## config.mk

```make
export PLATFORM = sky130hd
export DESIGN_NAME = bhm_track
export DESIGN_NICKNAME = d
export VERILOG_FILES = /design/src/hdl/bhm_pkg.sv /design/src/hdl/bhm_track.sv
export SDC_FILE = /design/constraint.sdc
export NUM_CORES = 1
export LEC_CHECK = 0
export BUFFER_PORTS_ARGS = -buffer_cell sky130_fd_sc_hd__buf_4
export CAP_MARGIN = 20
export CORE_MARGIN = 2
export CORE_UTILIZATION = 30
export DETAILED_ROUTE_END_ITERATION = 8
export SLEW_MARGIN = 20
export SYNTH_ARGS = -nofsm -noshare
export SYNTH_HDL_FRONTEND = slang
export SYNTH_SLANG_ARGS = --single-unit
export TNS_END_PERCENT = 50
```

## constraint.sdc

```tcl
create_clock -name clk -period 3.05 [get_ports clk]
set_input_delay 0.1525 -clock clk [delete_from_list [all_inputs] [get_ports clk]]
set_output_delay 0.1525 -clock clk [all_outputs]
set_load 0.05 [all_outputs]
```

## src/hdl/bhm_pkg.sv

```systemverilog
// Types, codes and the 32-bit popcount shared by the best-match ratio test block.
// No dependencies.
`default_nettype none
package bhm_pkg;

    localparam int DESC_W  = 64;
    localparam int IDX_W   = 10;
    localparam int LVL_W   = 3;
    localparam int TLVL_W  = 4;
    localparam int DIST_W  = 9;
    localparam int CFG_W   = 9;
    localparam int CIDX_W  = 2;

    localparam logic [DIST_W-1:0] DIST_NONE = 9'd256;
    localparam logic [TLVL_W-1:0] LVL_NONE  = 4'd15;
    localparam logic [CFG_W-1:0]  THR_RESET   = 9'd95;
    localparam logic [CFG_W-1:0]  RATIO_RESET = 9'd230;

    localparam logic FUNC_QUERY = 1'b0;
    localparam logic FUNC_CAND  = 1'b1;

    localparam logic [CIDX_W-1:0] CFG_ACCEPT_THRESHOLD = 2'd0;
    localparam logic [CIDX_W-1:0] CFG_NN_RATIO         = 2'd1;

    typedef enum logic [1:0] {
        ST_MATCH = 2'd0,
        ST_FAR   = 2'd1,
        ST_RATIO = 2'd2
    } status_t;

    typedef struct packed {
        logic              func;
        logic [DESC_W-1:0] desc_w0;
        logic [DESC_W-1:0] desc_w1;
        logic [DESC_W-1:0] desc_w2;
        logic [DESC_W-1:0] desc_w3;
        logic [IDX_W-1:0]  cand_index;
        logic [LVL_W-1:0]  cand_level;
        logic              cand_excluded;
        logic              last;
    } req_t;

    typedef struct packed {
        status_t           status;
        logic [IDX_W-1:0]  match_index;
        logic [DIST_W-1:0] best_distance;
        logic [DIST_W-1:0] second_distance;
    } res_t;

    // distance stage -> tracking stage
    typedef struct packed {
        logic              valid;
        logic              func;
        logic              excluded;
        logic              last;
        logic [IDX_W-1:0]  idx;
        logic [LVL_W-1:0]  lvl;
        logic [DIST_W-1:0] hdist;
    } dist_t;

    // tracking stage -> judge stage, captured on the last candidate
    typedef struct packed {
        logic              valid;
        logic              none;
        logic              same_lvl;
        logic [IDX_W-1:0]  idx;
        logic [DIST_W-1:0] best;
        logic [DIST_W-1:0] second;
    } snap_t;

    function automatic logic [5:0] popcount32(input logic [31:0] v);
        logic [31:0] v1;
        logic [31:0] v2;
        logic [31:0] v3;
        v1 = v - ((v >> 1) & 32'h5555_5555);
        v2 = (v1 & 32'h3333_3333) + ((v1 >> 2) & 32'h3333_3333);
        v3 = (v2 + (v2 >> 4)) & 32'h0F0F_0F0F;
        return 6'(v3[7:0]) + 6'(v3[15:8]) + 6'(v3[23:16]) + 6'(v3[31:24]);
    endfunction

endpackage
`default_nettype wire

```

## src/hdl/bhm_track.sv

```systemverilog
// Best and second-best tracking, and the snapshot taken on the last candidate.
// Depends on bhm_pkg.
`default_nettype none
module bhm_track (
    input  wire logic           clk,
    input  wire logic           rst_n,
    input  wire logic           adv,
    input  wire bhm_pkg::dist_t ham,
    output bhm_pkg::snap_t      snap
);

    logic [bhm_pkg::DIST_W-1:0] best_reg, best_next;
    logic [bhm_pkg::DIST_W-1:0] second_reg, second_next;
    logic [bhm_pkg::TLVL_W-1:0] best_lvl_reg, best_lvl_next;
    logic [bhm_pkg::TLVL_W-1:0] second_lvl_reg, second_lvl_next;
    logic [bhm_pkg::IDX_W-1:0]  best_idx_reg, best_idx_next;
    logic                       snap_valid_next;
    bhm_pkg::snap_t             snap_reg;
    logic [bhm_pkg::TLVL_W-1:0] cand_lvl;

    assign cand_lvl = bhm_pkg::TLVL_W'(ham.lvl);

    always_comb
    begin
        best_next       = best_reg;
        second_next     = second_reg;
        best_lvl_next   = best_lvl_reg;
        second_lvl_next = second_lvl_reg;
        best_idx_next   = best_idx_reg;
        if (ham.func == bhm_pkg::FUNC_QUERY)
        begin
            best_next       = bhm_pkg::DIST_NONE;
            second_next     = bhm_pkg::DIST_NONE;
            best_lvl_next   = bhm_pkg::LVL_NONE;
            second_lvl_next = bhm_pkg::LVL_NONE;
            best_idx_next   = '0;
        end
        else if (!ham.excluded)
        begin
            if (ham.hdist < best_reg)
            begin
                second_next     = best_reg;
                second_lvl_next = best_lvl_reg;
                best_next       = ham.hdist;
                best_lvl_next   = cand_lvl;
                best_idx_next   = ham.idx;
            end
            else if (ham.hdist < second_reg)
            begin
                second_next     = ham.hdist;
                second_lvl_next = cand_lvl;
            end
        end
    end

    assign snap_valid_next = ham.valid && ham.func == bhm_pkg::FUNC_CAND && ham.last;

    always_ff @(posedge clk or negedge rst_n)
    begin
        if (!rst_n)
        begin
            best_reg       <= bhm_pkg::DIST_NONE;
            second_reg     <= bhm_pkg::DIST_NONE;
            best_lvl_reg   <= bhm_pkg::LVL_NONE;
            second_lvl_reg <= bhm_pkg::LVL_NONE;
            best_idx_reg   <= '0;
        end
        else if (adv && ham.valid)
        begin
            best_reg       <= best_next;
            second_reg     <= second_next;
            best_lvl_reg   <= best_lvl_next;
            second_lvl_reg <= second_lvl_next;
            best_idx_reg   <= best_idx_next;
        end
    end

    always_ff @(posedge clk or negedge rst_n)
    begin
        if (!rst_n)
        begin
            snap_reg <= '0;
        end
        else if (adv)
        begin
            snap_reg.valid    <= snap_valid_next;
            snap_reg.none     <= (best_lvl_next == bhm_pkg::LVL_NONE);
            snap_reg.same_lvl <= (best_lvl_next == second_lvl_next);
            snap_reg.idx      <= best_idx_next;
            snap_reg.best     <= best_next;
            snap_reg.second   <= second_next;
        end
    end

    assign snap = snap_reg;

endmodule
`default_nettype wire

```

After elaboration in Yosys (flattened, before gate mapping)
Index checks and enable logic that the tools add are counted.
- output and inout port bits: 31
- register bits after elaboration: 67
- bits of input ports: 29
- logic and storage cells: 35
- magnitude comparators: 2
- reduce and logical (&&, ||, !) cells: 3
- muxes and demuxes: 17
- equality and inequality tests: 2
- operators by type and width (operator ; count):
    $mux W9 ; 7
    $mux W10 ; 3
    $mux W4 ; 7
    $lt A9 B9 Y1 ; 2
    $eq A4 B4 Y1 ; 1
    $eq A4 B4 Y1 const B ; 1
    $logic_and A1 B1 Y1 ; 3

Logic depth before layout (Yosys ltp)
Gate-level depths: netlist of run 1.
- depth after elaboration: 6
- depth in mapped cells: 10
- depth with buffers taken out: 9

Least setup slack after synthesis of run 1
Ideal clock, no wire load.
- path kind: flip-flop to flip-flop
- from: reg best_reg[8] (netlist bit)
- to: reg second_reg[0] (netlist bit)
- period minus slack after synthesis: 2.246 ns
- setup time: 0.125 ns
- path buffers: 1
- cell stages (with the launch flop): 11
- data required time: 2.925 ns
- arrival: 2.121 ns
- path slack: 0.804 ns
- cell sequence: dfstp_2 -> inv_1 -> ha_1 -> nand4_1 -> nor2_1 -> a21o_1 -> o22ai_4 -> buf_2 -> o21ai_0 -> a21oi_1 -> mux2_2
- cells in the longest elaborated chain, start to end: 4
- ends and longest elaborated chain (what ; line ; text):
    start: declaration ; bhm_track.sv:12 ; logic [bhm_pkg::DIST_W-1:0] best_reg, best_next;
    start signal: assignment ; bhm_track.sv:62 ; best_reg <= bhm_pkg::DIST_NONE;
    start signal: assignment ; bhm_track.sv:70 ; best_reg <= best_next;
    $lt A9 B9 Y1 ; bhm_track.sv:40 ; if (ham.hdist < best_reg)
    $mux W9 ; bhm_track.sv:40 ;
    $mux W9 ; bhm_track.sv:38 ; else if (!ham.excluded)
    $mux W9 ; bhm_track.sv:30 ; if (ham.func == bhm_pkg::FUNC_QUERY)
    end signal: assignment ; bhm_track.sv:63 ; second_reg <= bhm_pkg::DIST_NONE;
    end signal: assignment ; bhm_track.sv:71 ; second_reg <= second_next;
    end: declaration ; bhm_track.sv:13 ; logic [bhm_pkg::DIST_W-1:0] second_reg, second_next;
Every way passes these cells.
A chain may end at the register's enable or synchronous reset.

Final worst setup path of run 1
- from: reg best_reg[8] (netlist bit)
- to: reg snap_reg, in the netlist snap[21]
- cells in the longest elaborated chain, start to end: 4
- ends and longest elaborated chain (what ; line ; text):
    $lt A9 B9 Y1 ; bhm_track.sv:40 ;
    $mux W10 ; bhm_track.sv:40 ;
    $mux W10 ; bhm_track.sv:38 ;
    $mux W10 ; bhm_track.sv:30 ;
    end: declaration ; bhm_track.sv:18 ; bhm_pkg::snap_t snap_reg;
Every way passes these cells.

==> impl_metrics.csv, run 1 <==
group,metric,value,unit
die,num_io_pins,60,
cells_and_area,diodes,0,
hold_path,min_to,"snap[30]",
global_route,grt_start_max_net_pins,68,
synthesis,synth_top_area_cell,"dfrtp_1",
power,p_leak,2.03,nW
cells_and_area,mostFrequentLayoutCells,"buf_4 (65), dfrtp_1 (57), inv_1 (37)",
global_route,met1_usage,19.9,%
cells_and_area,final_area,4520,sq um
critical_path,cp_slowest_cell,"dfstp_2",
timing,skew,5.09,ps
timing,fin_crit,2640,ps
clock_tree,clk-insertion-delay-late,330,ps
hold_path,hold_path_class,"in2reg",
cells_and_area,final_common_cell,"buf_4",
timing,setup_tns,0,ps
critical_path,critical_path.max_stage_delay,530,ps
critical_path,reg2regPathDepth,9,
route,routed_wl,9320,microns
die,rows,40,
timing,finalCritPeriodShare,86.4,%
route,antenna_left,0,
clock_tree,cts_root_buf,"clkbuf_16",
cells_and_area,fillers,1161,
global_route,antenna_found_initial,0,
route,drc,0,
synthesis,async_flop_share,100,%
critical_path,cp_data_arrival_time,2810,ps
clock_tree,cts_tree,"built",
power,power.density,807,nW/um^2
synthesis,synth_top_flop_cell,"dfrtp_1",
critical_path,start_kind,"register",
critical_path,crit_type,"reg2reg",
die,fp.dieH,114,microns
global_route,met3_usage,3.03,%
timing,whs,82.7,ps
synthesis,synth_top_area_share,39.6,%
cells_and_area,drive_gt1_share,26.0,%
clock_tree,htree_levels,3,
synthesis,yosys_warnings,0,
global_route,grt_pass1_wl,15100,microns
clock_tree,cts.sinks,67,
synthesis,synth_edf_count,0,
route,routedWlPerCell,16.0,microns
critical_path,r2r_start,"best_reg[8]",
synthesis,synth-seq-cells,67,
die,die-area,12900,sq um
hold_path,hold_start,"ham[22]",
synthesis,synth_nets,417,
critical_path,crit_chain,"inv_1, ha_1, a21oi_1, o21a_1, nand2_1, nor2_2, buf_4, mux2i_1, o22ai_1",
timing,rsz0062_at_grt,"no",
die,core_area,11900,sq um
global_route,grt_use_total,14.8,%
cells_and_area,largest_reg_flops,31,
route,via_per_inst,5.16,
cells_and_area,area_growth,25.4,%
critical_path,required,3230,ps
timing,drv_slew,0,
die,die_w,114,microns
clock_tree,path_clk_slew,60,ps
timing,relSlewSlack,42.3,%
clock_tree,cts_buffer_depth,2,
critical_path,cp-end-kind,"register",
clock_tree,numCtsBuffers,9,
global_route,overflow,0,
route,drt_pass1_iterations,4,
timing,fmax,379,MHz
critical_path,r2r_setup_slack,410,ps
synthesis,synth.area.top_cells,"dfrtp_1 (40%), dfstp_2 (7.3%), ha_1 (5.6%)",
timing,setup_violations,0,
placed_design,dpl.hpwl,6690,microns
synthesis,synthCells,372,
placed_design,gp_congestion,0.875,
synthesis,syn_area,3600,sq um
hold_path,hold_depth,3,
timing,worstMarginPinSlew,866,ps
cells_and_area,fin_nets,475,
power,ir_worst_vdd,0.000294,V
critical_path,worstPathMaxFanout,12,
global_route,grt_pass1_vias,3008,
global_route,grtUsageMet2,23.3,%
die,initial_core_util,30.4,%
global_route,grt.busiest_layer,"met2",
synthesis,ys_seq_area_share,46.9,%
synthesis,syn_area_per_cell,9.68,sq um
placed_design,port_buffers,59,
critical_path,reg2reg_to,"snap[21]",
route,drtIter0Drc,142,
placed_design,placed_cell_area,4200,sq um
route,vias,3002,
run_status,status,"finished clean",
flow_run,maxCapViolCount,0,
clock_tree,cts_resized,0,
timing,hold_viol,0,
synthesis,ys_types,48,
-- worst max-delay path: cells and delay by family, from the launching register on --
family                   cells  cell delay [ps]
AND/OR/NAND/NOR              2              580
flip-flops                   1              530
AO/OA/AOI/OAI                3              470
buffers and inverters        2              380
adder cells (fa/ha/maj)      1              300
multiplexers                 1              210
-- kinds of logic after synthesis --
| family | count (synthesis) | share of synthesized area, % |
|---|---|---|
| buffers and inverters | 58 | 6.22 |
| AOI/OAI and AO/OA | 137 | 24.3 |
| muxes | 28 | 8.34 |
| xor gates and xnor gates | 4 | 0.973 |
| DFF | 67 | 46.9 |
| adders and majority gates | 16 | 5.56 |
| and+or+nand+nor | 62 | 7.68 |
-- worst max path at each step --
stage | start | end | slack (ps)
detailed placement | best_reg[8] | snap[21] | 450
global route | best_reg[8] | snap[21] | 190
floorplan | best_reg[8] | second_reg[0] | 800
finish | best_reg[8] | snap[21] | 410
CTS | best_reg[8] | snap[21] | 430
global placement | best_reg[8] | snap[21] | 480
-- metrics by stage --
step / setup slack (ps) / total power, mW / utilization, % / std cells
6_report: 414 / 3.65 / 38.1 / 582
5_1_grt: 187 / 3.85 / 38.1 / 582
4_1_cts: 433 / 3.66 / 38.1 / 582
3_5_place_dp: 452 / 2.58 / 35.4 / 565
3_3_place_gp: 481 / 2.56 / 35.4 / 565
2_1_floorplan: 804 / 2.20 / - / 372
-- power by group --
group | switching [mW] | total (mW) | internal, mW
sequential | 0.171 | 1.31 | 1.14
clock | 0.374 | 1.07 | 0.699
combinational | 0.772 | 1.26 | 0.490
total | 1.32 | 3.65 | 2.33
-- cells in the mapped netlist (2+ instances only) --
cell type,count
a21o_1,2
a21oi_1,34
a22o_1,2
a22oi_1,13
a32o_1,6
buf_2,5
clkbuf_1,13
clkinv_1,2
dfrtp_1,57
dfstp_2,10
ha_1,16
inv_1,37
mux2_2,16
mux2i_1,12
nand2_1,26
nand3_1,2
nand4_1,4
nor2_1,19
nor3_1,3
o211ai_1,2
o21a_1,2
o21ai_0,26
o21ai_1,7
o22ai_1,30
xnor2_1,2
xor2_1,2
-- repair_timing --
item | in CTS | in global routing
hold endpoints to repair | 57 | 0
hold buffers | 1 | 0
setup buffers | 0 | 0
-- metal layers --
metal  wire (microns)  up-vias
met3              366       23
met5                0        -
met1             4330     1445
met4              155        0
met2             4470       69
li1                 -     1465
-- cell type report --
| class | instances | area [sq um] | area share (%) |
|---|---|---|---|
| clock inverters | 2 | 35.0 | 0.775 |
| well taps | 147 | 184 | 4.07 |
| repair buffers | 66 | 498 | 11.0 |
| flip-flops and latches | 67 | 1690 | 37.4 |
| inverters | 39 | 146 | 3.24 |
| multi-input cells | 247 | 1690 | 37.4 |
| clock buffers | 14 | 274 | 6.06 |
No activity file was read; power rests on OpenSTA's default activity.
==> inputs of run 2 (changes only) <==
--- a/config.mk
+++ b/config.mk
@@ -8,7 +8,7 @@
 export BUFFER_PORTS_ARGS = -buffer_cell sky130_fd_sc_hd__buf_4
 export CAP_MARGIN = 20
 export CORE_MARGIN = 2
-export CORE_UTILIZATION = 30
+export CORE_UTILIZATION = 26
 export DETAILED_ROUTE_END_ITERATION = 8
 export SLEW_MARGIN = 20
 export SYNTH_ARGS = -nofsm -noshare
==> impl_metrics.csv, run 2 (synthesis results as in run 1) <==
group,metric,value,unit
critical_path,reg2reg_to,"second_reg[7]",
global_route,antenna_found_initial,0,
placed_design,placed_cell_area,4250,sq um
clock_tree,post_cts_buffers,0,
critical_path,cp-end-kind,"register",
die,num_io_pins,60,
critical_path,required,3320,ps
hold_path,min_to,"snap[30]",
timing,rsz0062_at_grt,"no",
die,die_w,122,microns
critical_path,worstPathMaxFanout,8,
clock_tree,cts_resized,0,
timing,setup_violations,0,
power,internal_power,2.31,mW
clock_tree,path_clk_slew,60,ps
hold_path,hold_path_class,"in2reg",
timing,fmax,379,MHz
clock_tree,numCtsBuffers,9,
critical_path,reg2regPathDepth,9,
clock_tree,htree_levels,3,
critical_path,r2r_start,"best_reg[8]",
placed_design,dpl.hpwl,6980,microns
power,swShare,36.7,%
power,switchingPower,1.34,mW
flow_run,maxCapViolCount,0,
timing,skew,10.3,ps
cells_and_area,largest_reg_flops,31,
clock_tree,cts_buffer_depth,2,
clock_tree,cts.sinks,67,
timing,worstMarginPinSlew,873,ps
global_route,grt_pass1_wl,16100,microns
hold_path,hold_start,"ham[22]",
power,power_frac_seq,36.0,%
power,p_leak,2.02,nW
hold_path,hold_depth,3,
global_route,grt_pass1_vias,3203,
route,drc,0,
clock_tree,clk-insertion-delay-late,330,ps
route,drtIter0Drc,179,
die,rows,43,
die,fp.dieH,122,microns
cells_and_area,final_area,4570,sq um
timing,setup_tns,0,ps
placed_design,gp_congestion,0.870,
die,initial_core_util,26.3,%
power,p_comb_share,34.7,%
cells_and_area,mostFrequentLayoutCells,"buf_4 (66), dfrtp_1 (57), inv_1 (37)",
route,vias,3081,
die,core_area,13700,sq um
cells_and_area,diodes,0,
route,drt_pass1_iterations,4,
timing,finalCritPeriodShare,86.4,%
critical_path,start_kind,"register",
cells_and_area,drive_gt1_share,26.6,%
timing,relSlewSlack,41.8,%
route,antenna_left,0,
critical_path,r2r_setup_slack,410,ps
cells_and_area,fin_nets,476,
critical_path,crit_type,"reg2reg",
clock_tree,cts_tree,"built",
route,routed_wl,9870,microns
global_route,grt_use_total,14.0,%
power,clkPwrFrac,29.3,%
power,power.density,800,nW/um^2
global_route,grt_start_max_net_pins,68,
global_route,overflow,0,
clock_tree,cts_root_buf,"clkbuf_16",
cells_and_area,area_growth,26.9,%
run_status,status,"finished clean",
die,die-area,14800,sq um
critical_path,cp_data_arrival_time,2900,ps
cells_and_area,final_common_cell,"buf_4",
power,ir_worst_vdd,0.000289,V
route,routedWlPerCell,16.0,microns
placed_design,port_buffers,59,
timing,fin_crit,2640,ps
timing,hold_viol,0,
route,via_per_inst,5.00,
timing,drv_slew,0,
## run 2: layer usage
layer / global-route usage (%) / vias up / wire [microns]
met1: 17.9 / 1518 / 4370
met2: 23.4 / 80 / 4990
met5: 0 / - / 0
met3: 3.56 / 13 / 410
li1: - / 1470 / -
met4: 4.02 / 0 / 93
## run 2: final cells by class
cell class	count	area, sq um
Tap cell	180	225
Timing Repair Buffer	67	505
Clock buffer	11	253
Multi-Input combinational cell	247	1690
Fill cell	1416	9150
Inverter	39	146
Clock inverter	5	61.3
Sequential cell	67	1690
## run 2: critical path: stages, from the launching register on
cell,delay [ps]
dfstp_2,520
inv_1,60
ha_1,310
nand4_1,120
nor2_1,80
a21o_1,280
o21ai_1,600
o22ai_1,180
a21oi_1,240
mux2_2,180
## run 2: worst max path at each step
stage               cells past startpoint  slack [ps]         from       endpoint
floorplan                              10         800  best_reg[8]  second_reg[0]
CTS                                     9         450  best_reg[8]  second_reg[7]
finish                                  9         410  best_reg[8]  second_reg[7]
global route                            9         210  best_reg[8]  second_reg[7]
global placement                        9         560  best_reg[8]       snap[21]
detailed placement                      9         460  best_reg[8]  second_reg[7]
## run 2: through the flow
stage                     setup slack, ps  total power [mW]  util [%]  cells  hold slack [ps]
after floorplan                       804              2.20         -    372             -143
after global placement                557              2.56      31.0    599              321
after detailed placement              464              2.60      31.0    599              331
after CTS                             446              3.69      33.3    616             84.2
after global routing                  205              3.88      33.3    616              112
final                                 415              3.66      33.3    616             93.6
## run 2: timing repair
| item | CTS | global route |
|---|---|---|
| hold endpoints to repair | 53 | 0 |
| hold buffers | 1 | 0 |
| endpoints found under the setup margin | 0 | 0 |
## run 2: power by group through the flow
stage	Combinational, mW	Clock [mW]	Sequential [mW]
6_report	1.27	1.07	1.32
5_1_grt	1.40	1.14	1.35
4_1_cts	1.28	1.10	1.32
3_5_place_dp	1.27	0	1.33
3_3_place_gp	1.25	0	1.32
2_1_floorplan	0.650	0	1.55
==> inputs of run 3 (changes only) <==
--- a/config.mk
+++ b/config.mk
@@ -10,6 +10,7 @@
 export CORE_MARGIN = 2
 export CORE_UTILIZATION = 26
 export DETAILED_ROUTE_END_ITERATION = 8
+export PLACE_DENSITY_LB_ADDON = 0.05
 export SLEW_MARGIN = 20
 export SYNTH_ARGS = -nofsm -noshare
 export SYNTH_HDL_FRONTEND = slang
==> impl_metrics.csv, run 3 (synthesis results as in run 1) <==
group,metric,value,unit
cells_and_area,area_growth,26.7,%
cells_and_area,mostFrequentLayoutCells,"buf_4 (65), dfrtp_1 (57), inv_1 (37)",
cells_and_area,fin_nets,476,
power,ir_worst_vdd,0.000205,V
timing,finalCritPeriodShare,84.8,%
clock_tree,cts_tree,"built",
die,core_area,13700,sq um
timing,fin_crit,2580,ps
clock_tree,cts_buffer_depth,2,
die,num_io_pins,60,
critical_path,reg2reg_to,"snap[28]",
hold_path,hold_path_class,"in2reg",
clock_tree,path_clk_slew,50,ps
global_route,met1_usage,20.3,%
die,initial_core_util,26.3,%
cells_and_area,final_area,4570,sq um
die,die_w,122,microns
placed_design,dp.cells,599,
die,fp.dieH,122,microns
route,drc,0,
timing,setup_tns,0,ps
clock_tree,numCtsBuffers,9,
hold_path,hold_start,"ham[22]",
route,drt_pass1_iterations,5,
route,vias,2951,
clock_tree,cts_root_buf,"clkbuf_16",
global_route,grtUsageMet2,23.0,%
clock_tree,clk-insertion-delay-late,330,ps
critical_path,start_kind,"register",
critical_path,r2r_setup_slack,470,ps
route,antenna_left,0,
cells_and_area,final_common_cell,"buf_4",
placed_design,dpl.hpwl,7120,microns
timing,hold_viol,0,
die,rows,43,
timing,relSlewSlack,39.5,%
timing,drv_slew,0,
placed_design,placed_cell_area,4260,sq um
power,power.density,794,nW/um^2
global_route,met3_usage,3.18,%
global_route,grt_pass1_vias,2991,
hold_path,hold_depth,3,
clock_tree,htree_levels,3,
timing,fmax,387,MHz
timing,rsz0062_at_grt,"no",
critical_path,required,3280,ps
global_route,grt.busiest_layer,"met2",
cells_and_area,final_cells,615,
die,die-area,14800,sq um
run_status,status,"finished clean",
critical_path,crit_type,"reg2reg",
flow_run,maxCapViolCount,0,
placed_design,dp_slack,469,ps
global_route,antenna_found_initial,0,
critical_path,worstPathMaxFanout,14,
timing,fin_ws,465,ps
power,p_leak,2.03,nW
route,via_per_inst,4.80,
route,routedWlPerCell,16.6,microns
global_route,overflow,0,
critical_path,reg2regPathDepth,9,
placed_design,gp_congestion,0.834,
cells_and_area,diodes,0,
critical_path,cp-end-kind,"register",
global_route,grt_start_max_net_pins,68,
cells_and_area,drive_gt1_share,26.0,%
critical_path,cp_data_arrival_time,2820,ps
timing,setup_violations,0,
route,routed_wl,10200,microns
placed_design,port_buffers,59,
cells_and_area,final_core_util,33.3,%
critical_path,r2r_start,"best_reg[8]",
timing,worstMarginPinSlew,908,ps
timing,skew,8.39,ps
hold_path,min_to,"snap[30]",
global_route,grt_use_total,14.8,%
route,drtIter0Drc,177,
clock_tree,cts.sinks,67,
cells_and_area,largest_reg_flops,31,
global_route,grt_pass1_wl,16600,microns
==> run 3: cell types whose count changed in the layout (fill, tap and decap cells not counted), sizes merged <==
| cell | delta |
|---|---|
| clkinvlp | -3 |
| clkbuf | +2 |
==> run 3: final cells by class <==
cell class	instances	area (sq um)
clock buffer	13	260
clock inverter	2	35.0
fill	1474	9150
inverter	39	146
multi-input combinational	247	1690
sequential	67	1690
tap	180	225
timing repair buffer	67	518
==> run 3: what timing repair did <==
action                                  CTS  global route
hold buffers                              1             0
buffers inserted                          0             0
endpoints found under the setup margin    0             0
hold endpoints to repair                  5             0
gates resized for setup                   0             0
==> run 3: layer usage <==
layer  vias to the layer above  routed length [microns]
met5                         -                        0
met3                         8                      415
met1                      1397                     5140
met2                        70                     4520
met4                         0                      117
li1                       1476                        -
==> run 3: where the power goes <==
| group | total, mW | switching, mW | internal [mW] |
|---|---|---|---|
| combinational | 1.27 | 0.769 | 0.498 |
| clock | 1.06 | 0.383 | 0.672 |
| sequential | 1.30 | 0.164 | 1.14 |
| total | 3.63 | 1.32 | 2.31 |
==> run 3: worst max-delay path by stage <==
stage	cells past startpoint	endpoint	slack (ps)	startpoint
after detailed placement	9	snap[28]	470	best_reg[8]
after global routing	9	best_idx_reg[0]	250	best_reg[8]
after CTS	9	snap[28]	450	best_reg[8]
after global placement	8	best_reg[5]	490	best_reg[8]
after floorplan	10	second_reg[0]	800	best_reg[8]
final	9	snap[28]	470	best_reg[8]
==> run 3: critical path: stages (launching register included) <==
cell and delay [ps]:
dfstp_2 520, inv_1 70, ha_1 310, nand4_1 140, nor2_1 190, a21o_1 350
o22ai_4 210, o221a_4 310, mux2i_1 120, o32ai_1 270
==> run 3: per-stage QoR <==
step           hold slack [ps]  power (mW)
3_5_place_dp               353        2.60
6_report                  88.0        3.63
5_1_grt                    116        3.87
2_1_floorplan             -143        2.20
3_3_place_gp               357        2.59
4_1_cts                   78.0        3.69
